File: config.mk
export PLATFORM = sky130hd
export DESIGN_NAME = flame_event_qualifier_core
export DESIGN_NICKNAME = d
export VERILOG_FILES = /design/src/rtl/core/feq_pkg.sv /design/src/rtl/core/flame_event_qualifier_core.sv
export SDC_FILE = /design/constraint.sdc
export NUM_CORES = 1
export LEC_CHECK = 0
export BUFFER_PORTS_ARGS = -buffer_cell sky130_fd_sc_hd__buf_2
export CAP_MARGIN = 25
export CORE_AREA = 8 8 207 209
export DETAILED_ROUTE_END_ITERATION = 12
export DIE_AREA = 0 0 215 217
export MAX_ROUTING_LAYER = met4
export PLACE_DENSITY_LB_ADDON = 0.3
export SLEW_MARGIN = 0
export SYNTH_ARGS = -nofsm -noshare
export SYNTH_HDL_FRONTEND = slang
export SYNTH_SLANG_ARGS = --single-unit
File: constraint.sdc
create_clock -name clk_i -period 20.4 [get_ports clk_i]
set_clock_uncertainty 0.05 [all_clocks]
set_input_delay 0 -clock clk_i [delete_from_list [all_inputs] [get_ports clk_i]]
set_output_delay 0 -clock clk_i [all_outputs]
set_load 0.01 [all_outputs]
File: src/rtl/core/feq_pkg.sv
// ----------------------------------------------------------------------------
// Flame event qualifier package
// Item types, result kinds, register indexes and reset values.
// ----------------------------------------------------------------------------
package feq_pkg;

  localparam int unsigned SampleBits = 12;
  localparam int unsigned CfgIdxW    = 3;
  localparam int unsigned CfgDataW   = 16;

  typedef enum logic [1:0] {
    KindDetected = 2'd0,
    KindClear    = 2'd1,
    KindData     = 2'd2
  } feq_kind_e;

  localparam logic [1:0] SevDetected = 2'd3;
  localparam logic [1:0] SevNone     = 2'd0;

  localparam logic [CfgIdxW-1:0] RegBaseline   = 3'd0;
  localparam logic [CfgIdxW-1:0] RegThreshold  = 3'd1;
  localparam logic [CfgIdxW-1:0] RegDebounce   = 3'd2;
  localparam logic [CfgIdxW-1:0] RegLimit      = 3'd3;
  localparam logic [CfgIdxW-1:0] RegResend     = 3'd4;
  localparam logic [CfgIdxW-1:0] RegDataPeriod = 3'd5;

  localparam logic [11:0] BaselineRst   = 12'd2048;
  localparam logic [11:0] ThresholdRst  = 12'd300;
  localparam logic [15:0] DebounceRst   = 16'd50;
  localparam logic [15:0] LimitRst      = 16'd500;
  localparam logic [15:0] ResendRst     = 16'd5000;
  localparam logic [15:0] DataPeriodRst = 16'd1000;

  typedef struct packed {
    logic [31:0] now_ms;
    logic [11:0] sample;
    logic        link_up;
  } feq_in_t;

  typedef struct packed {
    logic [1:0]  kind;
    logic [1:0]  severity;
    logic [11:0] reading;
    logic [11:0] deviation;
    logic        last;
  } feq_out_t;

endpackage

File: src/rtl/core/flame_event_qualifier_core.sv
// ----------------------------------------------------------------------------
// Flame event qualifier core
// Baseline offset detection with debounce, rate-limited state events,
// periodic resend of detection, link-up re-report and periodic data reports.
// ----------------------------------------------------------------------------
// Path: an accepted item waits in the input register until the result buffer
//   is free; its results are then registered there and offered in order.
// Throughput: one item per cycle if it causes at most one result and the single
//   result port is not stalled; more results (up to 4) hold back the next item.
// Reset: all state timers and flags clear, registers take their default values.
module flame_event_qualifier_core (
  input  logic                          clk_i,
  input  logic                          rst_ni,
  input  logic                          cfg_we_i,
  input  logic [feq_pkg::CfgIdxW-1:0]   cfg_idx_i,
  input  logic [feq_pkg::CfgDataW-1:0]  cfg_data_i,
  input  logic                          in_valid_i,
  output logic                          in_ready_o,
  input  feq_pkg::feq_in_t              in_data_i,
  output logic                          out_valid_o,
  input  logic                          out_ready_i,
  output feq_pkg::feq_out_t             out_data_o
);
  import feq_pkg::*;

  localparam logic [11:0] SampleMask = 12'((1 << SampleBits) - 1);

  function automatic logic due(input logic [31:0] now, input logic [31:0] since,
                               input logic [15:0] per);
    logic [31:0] diff;
    diff = now - since;
    return diff >= {16'd0, per};
  endfunction

  // configuration
  logic [11:0] baseline_q, threshold_q;
  logic [15:0] debounce_q, limit_q, resend_q, period_q;

  always_ff @(posedge clk_i or negedge rst_ni) begin
    if (!rst_ni) begin
      baseline_q  <= BaselineRst;
      threshold_q <= ThresholdRst;
      debounce_q  <= DebounceRst;
      limit_q     <= LimitRst;
      resend_q    <= ResendRst;
      period_q    <= DataPeriodRst;
    end else if (cfg_we_i) begin
      unique case (cfg_idx_i)
        RegBaseline:   baseline_q  <= cfg_data_i[11:0];
        RegThreshold:  threshold_q <= cfg_data_i[11:0];
        RegDebounce:   debounce_q  <= cfg_data_i;
        RegLimit:      limit_q     <= cfg_data_i;
        RegResend:     resend_q    <= cfg_data_i;
        RegDataPeriod: period_q    <= cfg_data_i;
        default: ;
      endcase
    end
  end

  // input register
  logic    a_valid_q;
  feq_in_t a_q;
  logic    buf_free, a_adv;

  assign a_adv      = a_valid_q && buf_free;
  assign in_ready_o = !a_valid_q || a_adv;

  always_ff @(posedge clk_i or negedge rst_ni) begin
    if (!rst_ni) begin
      a_valid_q <= 1'b0;
    end else if (in_ready_o) begin
      a_valid_q <= in_valid_i;
    end
  end

  always_ff @(posedge clk_i) begin
    if (in_valid_i && in_ready_o) begin
      a_q <= in_data_i;
    end
  end

  // qualifier state
  logic        started_q, raw_prev_q, confirmed_q, link_prev_q, held_valid_q, held_value_q;
  logic [31:0] rct_q, event_time_q, detect_time_q, data_time_q;
  logic        started_d, raw_prev_d, confirmed_d, link_prev_d, held_valid_d, held_value_d;
  logic [31:0] rct_d, event_time_d, detect_time_d, data_time_d;

  logic [11:0] smp, base, dev;
  logic        raw;
  logic [1:0]  kind_d [4];
  logic [2:0]  res_n;

  always_comb begin
    smp = a_q.sample & SampleMask;
    base = baseline_q & SampleMask;
    dev = (smp >= base) ? (smp - base) : (base - smp);
    raw = dev > threshold_q;

    started_d     = started_q;
    raw_prev_d    = raw_prev_q;
    confirmed_d   = confirmed_q;
    link_prev_d   = link_prev_q;
    held_valid_d  = held_valid_q;
    held_value_d  = held_value_q;
    rct_d         = rct_q;
    event_time_d  = event_time_q;
    detect_time_d = detect_time_q;
    data_time_d   = data_time_q;
    res_n         = 3'd0;
    for (int i = 0; i < 4; i++) begin
      kind_d[i] = KindData;
    end

    if (!started_q) begin
      started_d     = 1'b1;
      raw_prev_d    = raw;
      confirmed_d   = raw;
      data_time_d   = a_q.now_ms;
      detect_time_d = a_q.now_ms;
    end else begin
      // link rising edge: repeat accepted state
      if (a_q.link_up && !link_prev_q) begin
        kind_d[res_n[1:0]] = confirmed_q ? KindDetected : KindClear;
        res_n = res_n + 3'd1;
        if (confirmed_q) begin
          detect_time_d = a_q.now_ms;
        end
      end
      link_prev_d = a_q.link_up;

      // debounce, state event or resend
      if (raw != raw_prev_q) begin
        raw_prev_d = raw;
        rct_d      = a_q.now_ms;
      end else if (due(a_q.now_ms, rct_q, debounce_q)) begin
        if (raw != confirmed_q) begin
          confirmed_d = raw;
          if (due(a_q.now_ms, event_time_q, limit_q)) begin
            event_time_d = a_q.now_ms;
            kind_d[res_n[1:0]] = raw ? KindDetected : KindClear;
            res_n = res_n + 3'd1;
            if (raw) begin
              detect_time_d = a_q.now_ms;
            end
          end else begin
            held_valid_d = 1'b1;
            held_value_d = raw;
          end
        end else if (confirmed_q) begin
          if (due(a_q.now_ms, detect_time_d, resend_q)) begin
            detect_time_d = a_q.now_ms;
            kind_d[res_n[1:0]] = KindDetected;
            res_n = res_n + 3'd1;
          end
        end
      end

      // flush of a held event
      if (held_valid_d && due(a_q.now_ms, event_time_d, limit_q)) begin
        held_valid_d = 1'b0;
        event_time_d = a_q.now_ms;
        kind_d[res_n[1:0]] = held_value_d ? KindDetected : KindClear;
        res_n = res_n + 3'd1;
        if (held_value_d) begin
          detect_time_d = a_q.now_ms;
        end
      end

      // periodic data report
      if (due(a_q.now_ms, data_time_q, period_q)) begin
        data_time_d = a_q.now_ms;
        kind_d[res_n[1:0]] = KindData;
        res_n = res_n + 3'd1;
      end
    end
  end

  always_ff @(posedge clk_i or negedge rst_ni) begin
    if (!rst_ni) begin
      started_q     <= 1'b0;
      raw_prev_q    <= 1'b0;
      confirmed_q   <= 1'b0;
      link_prev_q   <= 1'b0;
      held_valid_q  <= 1'b0;
      held_value_q  <= 1'b0;
      rct_q         <= '0;
      event_time_q  <= '0;
      detect_time_q <= '0;
      data_time_q   <= '0;
    end else if (a_adv) begin
      started_q     <= started_d;
      raw_prev_q    <= raw_prev_d;
      confirmed_q   <= confirmed_d;
      link_prev_q   <= link_prev_d;
      held_valid_q  <= held_valid_d;
      held_value_q  <= held_value_d;
      rct_q         <= rct_d;
      event_time_q  <= event_time_d;
      detect_time_q <= detect_time_d;
      data_time_q   <= data_time_d;
    end
  end

  // result buffer: one item's results, drained one per cycle while out_ready_i is high
  logic [1:0]  kind_q [4];
  logic [11:0] reading_q, deviation_q;
  logic [2:0]  n_q;
  logic [1:0]  idx_q;
  logic        out_last, out_fire;
  feq_kind_e   out_kind;

  assign out_valid_o = (n_q != 3'd0);
  assign out_last    = ({1'b0, idx_q} == (n_q - 3'd1));
  assign out_fire    = out_valid_o && out_ready_i;
  assign buf_free    = !out_valid_o || (out_fire && out_last);
  assign out_kind    = feq_kind_e'(kind_q[idx_q]);

  always_ff @(posedge clk_i or negedge rst_ni) begin
    if (!rst_ni) begin
      n_q   <= 3'd0;
      idx_q <= 2'd0;
    end else if (a_adv) begin
      n_q   <= res_n;
      idx_q <= 2'd0;
    end else if (out_fire) begin
      if (out_last) begin
        n_q   <= 3'd0;
        idx_q <= 2'd0;
      end else begin
        idx_q <= idx_q + 2'd1;
      end
    end
  end

  always_ff @(posedge clk_i) begin
    if (a_adv) begin
      kind_q      <= kind_d;
      reading_q   <= smp;
      deviation_q <= dev;
    end
  end

  always_comb begin
    out_data_o.kind      = out_kind;
    out_data_o.severity  = (out_kind == KindDetected) ? SevDetected : SevNone;
    out_data_o.reading   = reading_q;
    out_data_o.deviation = deviation_q;
    out_data_o.last      = out_last;
  end

endmodule

# Word-level counts from Yosys, hierarchy flattened
# Index checks and enable logic that the tools add are counted.
[totals] register_bits=305 latch_bits=0 ramBits=0 mem_bits_ro=0 input_bits=69 out_inout_bits=31 mem_count=0
[op_classes] add_sub_neg=12 mul=0 div_mod_pow=0 n_lt_le_gt_ge=14 n_eq_ne=13 shift=0 muxes=85 bitwise=9 n_reduce_logical=31
[op_table] cell="$mux W32" n=21
[op_table] cell="$ge A32 B16 Y1" n=5
[op_table] cell="$sub A32 B32 Y32" n=5
[op_table] cell="$mux W8" n=10
[op_table] cell="$mux W3" n=15
[op_table] cell="$sub A12 B12 Y12" n=2
[op_table] cell="$mux W2" n=11
[op_table] cell="$mux W1" n=21
[op_table] cell="$reduce_and A2 Y1" n=10
[op_table] cell="$bwmux W8" n=2
[op_table] cell="$demux W2 S2" n=3
[op_table] cell="$ge A12 B12 Y1" n=1
[op_table] cell="$ge A3 B3 Y1 const B" n=4
[op_table] cell="$gt A12 B12 Y1" n=1
[op_table] cell="$mux W12" n=1
[op_table] cell="$not A2 Y3" n=4
[op_table] cell="$add A3 B1 Y3 const B" n=3
[op_table] cell="$logic_and A1 B1 Y1" n=9
[op_table] cell="$lt A3 B1 Y1 const B" n=3
[op_table] cell="$and A8 B8 Y8" n=1
[op_table] cell="$ne A2 B1 Y1 const B" n=4
[op_table] cell="$not A8 Y8" n=1
[op_table] cell="$eq A3 B2 Y1 const B" n=2
[op_table] cell="$eq A3 B3 Y1 const B" n=2
[op_table] cell="18 further kinds" n=23

# Logic depth before layout (Yosys ltp)
[logic_depth] ltp_word=23 mapped_depth=58 ltp_nobuf=55

# Least setup slack after synthesis
# No wires, ideal clock.
[synth_path] kind="register to register" from="register a_q (netlist bit smp[0])" to="register n_q[2]" setup_time_ns=0.083 arrival_time_ns=10.236 required_time_ns=20.267 slack_ns=10.032 stages_incl_launch_ff=58 path_buffers=3 synth_period_minus_slack_ns=10.368 path_cell_list="edfxtp_1 > inv_1 > ha_1 > inv_1 > fa_1 > a21o_1 > a21o_1 > a21o_1 > a21o_1 > a21o_1 > a21oi_1 > o21ai_0 > a211oi_1 > o21ai_1 > clkbuf_1 > a211oi_1 > a21oi_1 > xor2_1 > [... 22 more ...] > xnor2_1 > ha_1 > and3_1 > nand3_1 > o21ai_0 > nand4_1 > o2111ai_1 > nor4_2 > a41oi_1 > o21ai_0 > nand2_2 > mux2_2 > inv_1 > ha_1 > inv_1 > ha_1 > o31a_1 > o21ai_0"
[synth_between] elab_chain_cells=17
[synth_rtl] element="start, declared" line="flame_event_qualifier_core.sv:62" text="feq_in_t a_q;"
[synth_rtl] element="start signal, assigned" line="flame_event_qualifier_core.sv:78" text="a_q <= in_data_i;"
[synth_rtl] element="$sub A12 B12 Y12 / $ge A12 B12 Y1 (equally long branches)" line="flame_event_qualifier_core.sv:96" text="dev = (smp >= base) ? (smp - base) : (base - smp);"
[synth_rtl] element="$mux W12 (*)" line="flame_event_qualifier_core.sv:96"
[synth_rtl] element="net dev[9]" line="flame_event_qualifier_core.sv:88" text="logic [11:0] smp, base, dev;"
[synth_rtl] element="$gt A12 B12 Y1 (*)" line="flame_event_qualifier_core.sv:97" text="raw = dev > threshold_q;"
[synth_rtl] element="$ne A1 B1 Y1" line="flame_event_qualifier_core.sv:136" text="if (raw != confirmed_q) begin"
[synth_rtl] element="$mux W32" line="flame_event_qualifier_core.sv:136"
[synth_rtl] element="$mux W32" line="flame_event_qualifier_core.sv:135" text="end else if (due(a_q.now_ms, rct_q, debounce_q)) begin"
[synth_rtl] element="$mux W32" line="flame_event_qualifier_core.sv:132" text="if (raw != raw_prev_q) begin"
[synth_rtl] element="[... 2 more ...]"
[synth_rtl] element="$ge A32 B16 Y1" line="flame_event_qualifier_core.sv:32" text="return diff >= {16'd0, per};"
[synth_rtl] element="$logic_and A1 B1 Y1" line="flame_event_qualifier_core.sv:159" text="if (held_valid_d && due(a_q.now_ms, event_time_d, limit_q)) begin"
[synth_rtl] element="$mux W3 (*)" line="flame_event_qualifier_core.sv:159"
[synth_rtl] element="$mux W3 (*)" line="flame_event_qualifier_core.sv:114" text="if (!started_q) begin"
[synth_rtl] element="$add A3 B1 Y3" line="flame_event_qualifier_core.sv:173" text="res_n = res_n + 3'd1;"
[synth_rtl] element="$mux W3 (*)" line="flame_event_qualifier_core.sv:170" text="if (due(a_q.now_ms, data_time_q, period_q)) begin"
[synth_rtl] element="$mux W3 (*)" line="flame_event_qualifier_core.sv:114"
[synth_rtl] element="$mux W3 (*)" line="flame_event_qualifier_core.sv:222" text="end else if (a_adv) begin"
[synth_rtl] element="end signal, assigned" line="flame_event_qualifier_core.sv:223" text="n_q <= res_n;"
[synth_rtl] element="end, declared" line="flame_event_qualifier_core.sv:207" text="logic [2:0] n_q;"
# Mark *: on every way through the listed nets, which the timed path passes. The rest lies on a longest branch. The select of a mux whose other input is x is not followed.
# A chain may end at the register's enable or synchronous reset.

# Worst setup path after layout
# Ends and elaborated chain as after synthesis.

==> parameters.txt <==
Parameter                              Value

Status
  Status    complete, but fails checks
  Failing checks    negative hold slack

Route
  Detail Route Antenna Nets    0
  Via count    22.7k
  Post-route DRC    0
  Count of TritonRoute iterations in the first routing pass    7
  Initial drt markers    1952
  Wirelength, routed    75400 microns
  Avg WL per Cell    21.4 microns
  Via density    6.43

Min path
  Hold/Removal Path Class    input pin to asynchronous set/reset pin

CTS
  Clock insertion delay at the later pin of the skew report    0.57 ns
  Number of buffers on the longest clock path    3
  Post-CTS clock slew at the launch and capture registers of the worst setup and hold paths    0.06 ns
  Total clock buffers created by CTS    36
  # clock sinks    305
  Post-cts gate resize count    0
  Clk Tree Root Cell    sky130_fd_sc_hd__clkbuf_16
  TritonCTS clock tree    built
  Count of H-tree levels built during CTS    2

STA
  Maximum frequency from static timing analysis    0.0871 GHz
  Final count of pins violating max slew    0
  Unrepaired setup endpoints after global routing    no
  Slew of the pin with the lowest slew margin    0.863 ns
  Max-slew headroom at the worst pin    42.5%
  Final Hold Violating Endpoints    3
  Setup violation total in the final timing report    0
  Share of the cycle needed by the critical path after routing    56.3%
  Final Critical Period    11.48 ns
  Minimum hold slack    -0.0190 ns
  Setup total negative slack    0 ns

Cells and area
  Fraction of final layout cells sized beyond drive strength 1    12.5%
  Leading cell type in the layout, fill and taps excluded    sky130_fd_sc_hd__ha_1
  Number of standard cells in the final layout excluding fillers    3528
  Number of nets at the end of the flow    3337
  Leading cell types in the layout, fill and taps excluded    sky130_fd_sc_hd__ha_1, sky130_fd_sc_hd__inv_1, sky130_fd_sc_hd__nand2_1
  Synth-to-Final Area Change    11.4%

Placed design
  Placed cell count    3386
  Sum of net half-perimeters after detailed placement    56600 microns
  RD Place Congestion    0.965
  Total of buffers placed on input and output ports    99

Logic synthesis
  Area share of fa/ha/maj cells after synthesis    14.6%
  Xor/xnor share of the synthesized area    4.22%
  Number of synthesized register bits    305
  Sequential fraction of the synthesis area    31.4%
  Share of synthesized flip-flops with an asynchronous set or reset    74.8%
  Synthesis warning total    0
  Post-Synthesis Net Count    3190
  Main combinational cell family by area after synthesis    compound AO/OA/AOI/OAI gates
  Most used DFF post-synth    sky130_fd_sc_hd__dfrtp_1
  Library cells used by synthesis    100
  Number of enable flip-flop cells after synthesis    77
  Area fraction in and, or, nand and nor cells after synthesis    14.2%
  Post-synthesis instance area    0.0256 sq mm
  Share of the synthesized area in compound gates (AO/OA/AOI/OAI)    19.8%
  Cell count after synthesis    2827
  Per-instance average area after synthesis    9.07 sq um
  Share of synthesized area spent on multiplexers    10.4%

Critical path
  Required time reported for the critical path endpoint    20.81 ns
  Setup slack, reg-to-reg    8.92 ns
  Number of cells traversed by the worst register-to-register path    55
  Crit Reg-Reg Startpoint    smp[0]
  Worst EP arrival    11.90 ns
  Critical Path Slowest Stage Cell    sky130_fd_sc_hd__nor4_2
  Launching element type of the critical path    flip-flop
  Endpoint kind of the worst setup timing path    flip-flop
  Capturing point of the worst reg2reg path    n_q[2]
  Delay contributed by the slowest stage of the critical path    0.45 ns
  Worst setup path category    flip-flop to flip-flop
  Most frequent cell on the critical path    sky130_fd_sc_hd__a21o_1
  Peak fanout along the critical path    21

Floorplan
  Chip width    215 microns
  CORE AREA    0.0395 sq mm
  Number of standard-cell rows in the floorplan    73
  DIE AREA    0.0467 sq mm
  Top-Level Pins    100
  Die height    217 microns
  Initial standard-cell utilization of the core    65.0%

GRT
  Initial antenna violation count    2
  Leftover overflow at the end of global routing    0
  Largest net degree at the start of global routing    98
  Via count of the first global-routing pass    22.6k
  Total GRT Usage    32.2%
  First-pass GRT wire length    119000 microns

Flow run
  Max-cap violations    0
worst max-delay path, delay by kind of cell, from the launching register on:
family / cells / cell delay [ns]
adder cells (fa/ha/maj): 7 / 1.71
XOR/XNOR: 2 / 0.29
buffers and inverters: 7 / 1.07
AO/OA/AOI/OAI: 31 / 6.06
AND/OR/NAND/NOR: 6 / 1.19
multiplexers: 2 / 0.58
flip-flops: 1 / 0.42
worst max-delay path by stage:
stage	from	to	cells after the start	slack, ns
floorplan	smp[0]	n_q[2]	57	10.03
global placement	smp[0]	event_time_q[20]	52	9.42
detailed placement	smp[0]	event_time_q[20]	50	8.99
CTS	smp[0]	event_time_q[20]	50	8.90
global route	smp[0]	n_q[2]	55	8.10
finish	smp[0]	n_q[2]	55	8.92
Yosys cell counts, types with 50 or more instances:
cell | number | area, sq um
sky130_fd_sc_hd__ha_1 | 287 | 3590
sky130_fd_sc_hd__inv_1 | 251 | 942
sky130_fd_sc_hd__nand2_1 | 236 | 886
sky130_fd_sc_hd__a21oi_1 | 212 | 1060
sky130_fd_sc_hd__o21ai_0 | 212 | 1060
sky130_fd_sc_hd__dfrtp_1 | 203 | 5080
sky130_fd_sc_hd__nor2_1 | 137 | 514
sky130_fd_sc_hd__mux2_2 | 89 | 1000
sky130_fd_sc_hd__mux2i_1 | 83 | 831
sky130_fd_sc_hd__clkbuf_1 | 78 | 293
sky130_fd_sc_hd__edfxtp_1 | 77 | 2310
sky130_fd_sc_hd__a21o_1 | 75 | 563
sky130_fd_sc_hd__xnor2_1 | 75 | 657
sky130_fd_sc_hd__nand3_1 | 58 | 290
sky130_fd_sc_hd__nand4_1 | 50 | 313
area by class of cell:
class | count | area, sq um
diodes | 1 | 2.50
clock buffers | 55 | 1040
clock inverters | 11 | 95.1
fillers | 2968 | 10900
inverters | 252 | 946
multi-input cells | 2170 | 16200
flip-flops and latches | 305 | 8050
well taps | 525 | 657
repair buffers | 209 | 1550
flip-flops by register name, indices dropped and copies added (netlist names), 16 cells and up:
register       count
data_time_q       32
resend_q          16
debounce_q        16
event_time_q      32
limit_q           16
period_q          16
detect_time_q     32
rct_q             32
a_q               33
what timing repair did:
action	4_1_cts	5_1_grt
hold buffers	71	1
buffers inserted	0	0
hold endpoints to repair	234	1
per-stage QoR:
stage,area (sq um),hold slack (ns),util [%],setup slack (ns)
after floorplan,25600,-0.346,-,10.03
after global placement,26600,0.0353,67.5,9.42
after detailed placement,26600,0.0418,67.5,8.99
after CTS,28500,0.000287,72.2,8.90
after global routing,28500,0.0581,72.4,8.10
final,28500,-0.0190,72.4,8.92
routing by layer:
layer / up-vias / part of all wire (%) / track usage, %
met1: 10900 / 42 / 40.4
met4: 0 / 4.4 / 13.0
li1: 10600 / - / -
met2: 932 / 46 / 51.9
met5: - / 0 / -
met3: 232 / 7.1 / 5.12
kinds of logic after synthesis:
group,Yosys count
xor gates and xnor gates,122
AOI/OAI and AO/OA,792
muxes,234
DFF,305
buffers and inverters,352
adders and majority gates,294
and+or+nand+nor,728
Power is left out: the tool's default activity adds up to more than one toggle a clock period on the data nets, which glitch-free logic cannot reach.
